==> src/rtl/pfsa_ram.sv <==
module pfsa_ram #(
    parameter int WIDTH = 8,
    parameter int DEPTH = 16
) (
    input  logic                     clk,
    input  logic                     we,
    input  logic [$clog2(DEPTH)-1:0] waddr,
    input  logic [WIDTH-1:0]         wdata,
    input  logic [$clog2(DEPTH)-1:0] raddr,
    output logic [WIDTH-1:0]         rdata
);

    logic [WIDTH-1:0] mem [DEPTH];

    // one write port, registered read port
    always_ff @(posedge clk)
    begin
        if (we)
        begin
            mem[waddr] <= wdata;
        end
        rdata <= mem[raddr];
    end

endmodule

==> config.mk <==
export PLATFORM = sky130hd
export DESIGN_NAME = pfsa_ram
export DESIGN_NICKNAME = d
export VERILOG_FILES = /design/src/rtl/pfsa_ram.sv
export SDC_FILE = /design/constraint.sdc
export NUM_CORES = 1
export LEC_CHECK = 0
export BUFFER_PORTS_ARGS = -buffer_cell sky130_fd_sc_hd__buf_2
export CORE_UTILIZATION = 41
export DETAILED_ROUTE_END_ITERATION = 10
export HOLD_SLACK_MARGIN = 0.1
export SYNTH_ARGS = -nofsm -noshare
export SYNTH_HDL_FRONTEND = slang
export SYNTH_SLANG_ARGS = --single-unit
export TNS_END_PERCENT = 5
==> constraint.sdc <==
create_clock -name clk -period 3.1 [get_ports clk]
set_input_delay 0.155 -clock clk [delete_from_list [all_inputs] [get_ports clk]]
set_output_delay 0.155 -clock clk [all_outputs]
set_load 0.01 [all_outputs]
==> impl_results.md, run 1 <==
- Pleak: roughly 2.0 nW
- Largest net degree at the start of global routing: 33
- XOR/XNOR share of the synthesized area: 0
- # DRC: 0
- CTS max path bufs: 2
- Worst path required time: 3.39 ns
- Post-route minimum period: 1.47 ns
- Final setup vio count: 0
- Synth Area per Inst: 22.5 µm²
- CP Launch Type: input pin
- Cell row count: 40
- HPWL after DPL: 6320 µm
- I/O pin count: 26
- Min-delay worst type: in2reg
- Post-synthesis mux area share: 0.150
- Max-slew headroom: 0.368
- Syn nets: 247
- Via Count: 2,347
- Sink Count: approximately 140
- Max-slew violation count: 0
- Detailed Route WL: 9810 µm
- Fin Setup TNS: 0 ns
- Synth warn: 0
- Die span in y: 114 µm
- Core area: 0.0121 mm²
- Worst vdd ir: 324 µV
- Clock Latency Late Sink: 0.41 ns
- Synth Cell Area: 0.00515 mm²
- Cells after synthesis: 229
- Via density: 5.23
- Htree depth: 4
- Inserted Clock Buffers: 17
- Pwr/cell area: 733 mW/mm²
- Clock skew: 0.00778 ns
- Slew @ Worst Pin: 0.945 ns
- Vias in the first global route: 2,376
- Die W: ~110 µm
- Critical path type: in2reg
- Distinct cells, synth: 19
- Final nets: 286
- Initial Util: 0.425
- Average routed wire per standard cell: 21.9 µm
- Die ar.: 0.0130 mm²
- Outcome: completed
- Clock-pin slew on the worst setup and hold paths: 0.06 ns
- GRT Total Usage: 0.169
- Total power: 4.47 mW
- Post-synthesis adder-cell area fraction: 0
- Max capacitance violation total: 0
- Cts hold-fix bufs: 0
- Max FO, Critical Path: 19
- N_diodes: 0
- Root Buffer: clkbuf_16
- Layout cells sized above 1: 0.278
- Routability Congestion: 0.714
- Synth Area in Compound Gates: 0.0233
- Critical path arrival: around 1.8 ns
- Flops & latches, synth: 136
- IO buf count: 25
- Worst path slowest cell: mux4_1
- Total gr overflow: 0
- Cell chain of the critical path: buf_2 > buf_12 > mux4_1 > a22oi_1 > nand2_1
- Top achievable clock speed: between 600 and 700 MHz
- Hold Violations, Final: 0
- CTS tree: built
- Simple-gate area share of the yosys netlist: 0.0318
- Slowest stage delay, CP: 0.60 ns
- Router iterations before antenna repair: 4
- First-pass GRT wire length: 14,800 µm
- Critical path endpoint category: flop
- Area growth from synthesis to layout: 18.6%
- DRT iter0 DRCs: 142
- Main combinational cell family by area after synthesis: multiplexers
- Postcts setup bufs: 0
- Seq/Total Area, Yosys: 0.778
- RSZ-0062 raised after global routing: false
- Post-CTS Resized: 0
- Initial antenna violation count: 0
- Antenna viol nets, final: 0
- Tcrit/Tclk final: 0.474
## cell usage in the layout (no fill, tap or decap), types with 2 or more instances in the layout
| cell type | netlist | layout |
|---|---|---|
| edfxtp_1 | 128 | 128 |
| buf_2 | 3 | 25 |
| mux4_2 | 18 | 18 |
| clkbuf_16 | 0 | 17 |
| a22oi_1 | 16 | 16 |
| mux4_1 | 14 | 14 |
| nor2_1 | 13 | 13 |
| nand2_1 | 9 | 9 |
| dfxtp_1 | 8 | 8 |
| bufinv_16 | 0 | 6 |
| nor3_1 | 4 | 4 |
| buf_4 | 1 | 4 |
| clkinvlp_4 | 0 | 3 |
| nand3b_1 | 2 | 2 |
| nand2b_1 | 2 | 2 |
| clkinv_1 | 0 | 2 |
| clkinv_2 | 0 | 2 |
## Yosys cell counts, drive strengths merged
cell           number  share of area
edfxtp            128           0.75
mux4               32           0.15
a22oi              16          0.023
nor2               13         0.0095
nand2               9         0.0066
dfxtp               8          0.031
buf                 7          0.011
nor3                4         0.0039
clkdlybuf4s25       3         0.0058
nand2b              2         0.0024
nand3b              2         0.0029
and2                1         0.0012
and2b               1         0.0015
nand3               1        0.00097
nor2b               1         0.0012
or3b                1         0.0017
## registers in the layout (all words and copies together) (netlist names)
register	flops
mem	128
rdata	8
## cells by family (layout without fill, tap and decap cells)
group,after synthesis,count (layout)
AOI/OAI and AO/OA,16,16
and+or+nand+nor,35,35
DFF,136,136
muxes,32,32
buffers and inverters,10,62
## area by class of cell
type,instances,area (µm²)
fill,992,6010
tap,168,210
clock buffer,18,429
clock inverter,14,229
timing repair buffer,30,175
sequential,136,4000
multi-input combinational,83,1060
## power by group
group          total [mW]  switching (mW)  internal, mW
Combinational       0.185           0.109        0.0766
Clock                2.22           0.721          1.50
Sequential           2.07          0.0130          2.06
## per-layer routing
metal,track usage,up-vias,part of all wire
met1,0.236,1207,0.45
met2,0.253,78,0.49
met3,0.0473,8,0.053
met5,0,-,0
li1,-,1054,-
met4,0.0675,0,0.0095
## worst paths after layout
path / end / startpoint / slack [ns] / cells after the start
min: mem[6][6] / wdata[6] / 0.13 / 1
max: rdata[0] / raddr[0] / 1.63 / 5
max reg2reg: rdata[4] / mem[9][4] / 1.72 / 3
min reg2reg: rdata[5] / mem[15][5] / 0.68 / 3
## worst max-delay path: cells and delay by family
| family | cells | cell delay (ns) |
|---|---|---|
| and+or+nand+nor | 1 | 0.09 |
| AOI/OAI and AO/OA | 1 | 0.22 |
| buffers and inverters | 2 | 0.68 |
| muxes | 1 | 0.60 |
## stage by stage
step	area (µm²)	setup slack [ns]	cells	hold slack, ns	util
5_1_grt	6100	1.49	449	0.134	0.504
2_1_floorplan	5150	1.45	229	0.254	-
3_5_place_dp	5450	1.18	417	0.548	0.450
3_3_place_gp	5450	1.23	417	0.542	0.450
6_report	6100	1.63	449	0.132	0.504
4_1_cts	6100	1.61	449	0.121	0.504
Note: power is estimated with default switching activity, not from simulation.
==> run 2, diff against run 1 <==
==> constraint.sdc (replaced) <==
create_clock -name clk -period 1.3 [get_ports clk]
set_input_delay 0.065 -clock clk [delete_from_list [all_inputs] [get_ports clk]]
set_output_delay 0.065 -clock clk [all_outputs]
set_load 0.01 [all_outputs]
==> run 2 against run 1 <==
Against the previous run: the run now ends with setup timing left; die area unchanged; clock power rose by 150%; sequential power up 140%; global-route usage increased by 0.29 points; non-clock buffer count rose by 31; utilization increased by 2.9 points; critical endpoint unchanged; highest routed layer unchanged.
==> impl_results.md, run 2 (synthesis gave the netlist of run 1 again) <==
- RSZ-0062 raised after global routing: true
- Final nets: 317 (+11%)
- Via Count: 2,513 (+7.1%)
- Commonest non-fill, non-tap cell in the layout: edfxtp_1
- Max-slew headroom: 0.351 (-0.0166)
- Critical path type: reg2reg
- # DRC: 0 (unchanged)
- Clock-pin slew on the worst setup and hold paths: 0.06 ns (about the same)
- Max FO, Critical Path: 1 (-18)
- Area growth from synthesis to layout: 25.3%
- Htree depth: 4 (unchanged)
- CTS tree: built
- Final instance area: 0.00645 mm² (+5.7%)
- I/O pin count: 26 (unchanged)
- Pwr/cell area: 1710 mW/mm² (+130%)
- Vias in the first global route: 2,588 (+8.9%)
- Average routed wire per standard cell: 21.2 µm (-3.0%)
- Failing checks: setup timing
- Top reg by flops: mem
- Root Buffer: clkbuf_16
- HPWL after DPL: 6340 µm (+0.24%)
- Tcrit/Tclk final: 1.02
- Fin Setup TNS: -0.0207 ns (-0.0207 ns)
- Initial antenna violation count: 0 (unchanged)
- Cell row count: 40 (unchanged)
- Post-route minimum period: 1.32 ns
- Sink Count: 136 (unchanged)
- Slowest stage delay, CP: 0.55 ns (-0.05 ns)
- Die ar.: 0.0130 mm² (unchanged)
- Total power: 11.0 mW (+150%)
- Share of power burned in the clock network: 0.504 (+0.008)
- Cell chain of the critical path: mux4_1 > a22oi_1 > nand2_1
- Total gr overflow: 0 (unchanged)
- Worst path slowest cell: mux4_1
- Sw Ratio: 0.184 (-0.00468)
- Die W: 114 µm (unchanged)
- Routability Congestion: 0.743 (+4.1%)
- Critical hold path startpoint: waddr[1]
- Worst Hold End: mem[0][4]
- Critical path endpoint category: flop
- Via density: 5.24 (+0.16%)
- Critical path launch point: mem[6][0]
- Top achievable clock speed: approximately 760 MHz
- Layout cells sized above 1: 0.369 (+0.0910)
- GRT Total Usage: 0.172 (+0.00294)
- Power Internal: 8.98 mW (+150%)
- WP buf/inv: 0 (-2)
- Critical path arrival: 1.62 ns (-0.14 ns)
- Die span in y: 114 µm (unchanged)
- IO buf count: 25 (unchanged)
- DRT iter0 DRCs: 214 (+51%)
- Worst vdd ir: 814 µV (+150%)
- Max-slew violation count: 0 (unchanged)
- First-pass GRT wire length: 15,300 µm (+3.1%)
- Outcome: finished with violations
- FF-to-FF End: rdata[0]
- Setup ws final: -0.0207 ns (-1.65 ns)
- Switching pwr: 2.02 mW (+140%)
- Clock Latency Late Sink: 0.41 ns (about the same)
- Cell family with most CP delay: multiplexers
- Router iterations before antenna repair: 4 (unchanged)
- Largest regs: mem: 128 flops, rdata: 8 flops
- Commonest cells after routing, fill and taps aside: edfxtp_1, buf_2, mux4_2
- Hold depth: 3 (+2)
- Largest net degree at the start of global routing: 22 (-33%)
- Pleak: 2.21 nW (+8.6%)
- Max capacitance violation total: 0 (unchanged)
- N_diodes: 0 (unchanged)
- Hold Violations, Final: 0 (unchanged)
- CP Launch Type: flop
- Detailed Route WL: 10,200 µm (+3.7%)
- Initial Util: 0.425 (unchanged)
- Clock skew: 0.00672 ns (-0.00106 ns)
- CTS max path bufs: 2 (unchanged)
- Min-delay worst type: in2reg
- Inserted Clock Buffers: 17 (unchanged)
- # fillers: 964 (-2.8%)
- R2R setup slack: -0.02 ns (-1.74 ns)
- Antenna viol nets, final: 0 (unchanged)
- R2R cell count: 3 (unchanged)
- Core area: 0.0121 mm² (unchanged)
- Post-DP Area: 0.00567 mm² (+4.2%)
- Worst path required time: 1.60 ns (-1.79 ns)
- Final setup vio count: 1 (+1)
- Max reg flops: 128 (unchanged)
- Seq pwr share: 0.448 (-0.014)
- Share of total power in combinational logic: 0.048 (+0.007)
- Slew @ Worst Pin: 0.970 ns (+0.0248 ns)
- Reg-to-reg startpoint: mem[6][0]
-- run 2: area by class of cell --
type,count,area [µm²],share of cell area
flip-flops and latches,136,4000,0.621
clock buffers,19,443,0.0687
clock inverters,13,250,0.0388
well taps,168,210,0.0326
multi-input cells,83,1060,0.165
repair buffers,61,478,0.0741
-- run 2: timing repair --
action | 4_1_cts | 5_1_grt
resized for setup | 4 | 7
hold endpoints to repair | 128 | 0
pin swaps | 0 | 2
setup buffers | 0 | 0
hold buffers | 8 | 0
setup endpoints to repair | 3 | 8
-- run 2: stage by stage --
stage | setup slack, ns | cells | hold WS (ns) | util
2_1_floorplan | -0.0311 | 229 | 0.164 | -
3_3_place_gp | -0.155 | 440 | 0.449 | 0.468
3_5_place_dp | -0.172 | 440 | 0.464 | 0.468
4_1_cts | 0.00593 | 480 | 0.213 | 0.533
5_1_grt | -0.0455 | 480 | 0.250 | 0.533
6_report | -0.0207 | 480 | 0.231 | 0.533
-- run 2: layer usage --
metal / vias to the layer above / global-route usage / part of all wire
li1: 1109 / - / -
met1: 1323 / 0.235 / 0.46
met2: 63 / 0.265 / 0.48
met3: 18 / 0.0430 / 0.037
met4: 0 / 0.0710 / 0.017
met5: - / 0 / 0
-- run 2: worst max-delay path by stage --
stage	end	slack, ns	cells after the start
6_report	rdata[0]	-0.02	3
5_1_grt	rdata[6]	-0.05	3
4_1_cts	rdata[0]	0.006	3
3_5_place_dp	rdata[3]	-0.17	5
3_3_place_gp	rdata[3]	-0.16	5
2_1_floorplan	mem[3][0]	-0.03	2
-- run 2: power by group through the flow --
stage,combinational (mW),clock [mW],sequential [mW]
floorplan,0.249,0,5.03
global placement,0.498,0,5.01
detailed placement,0.507,0,5.02
CTS,0.535,5.62,4.93
global route,0.574,5.80,4.94
finish,0.534,5.54,4.93
-- run 2: worst reg2reg max path: stages, from the launching register on --
cell,delay (ns)
edfxtp_1,0.36
mux4_1,0.55
a22oi_1,0.23
nand2_1,0.08
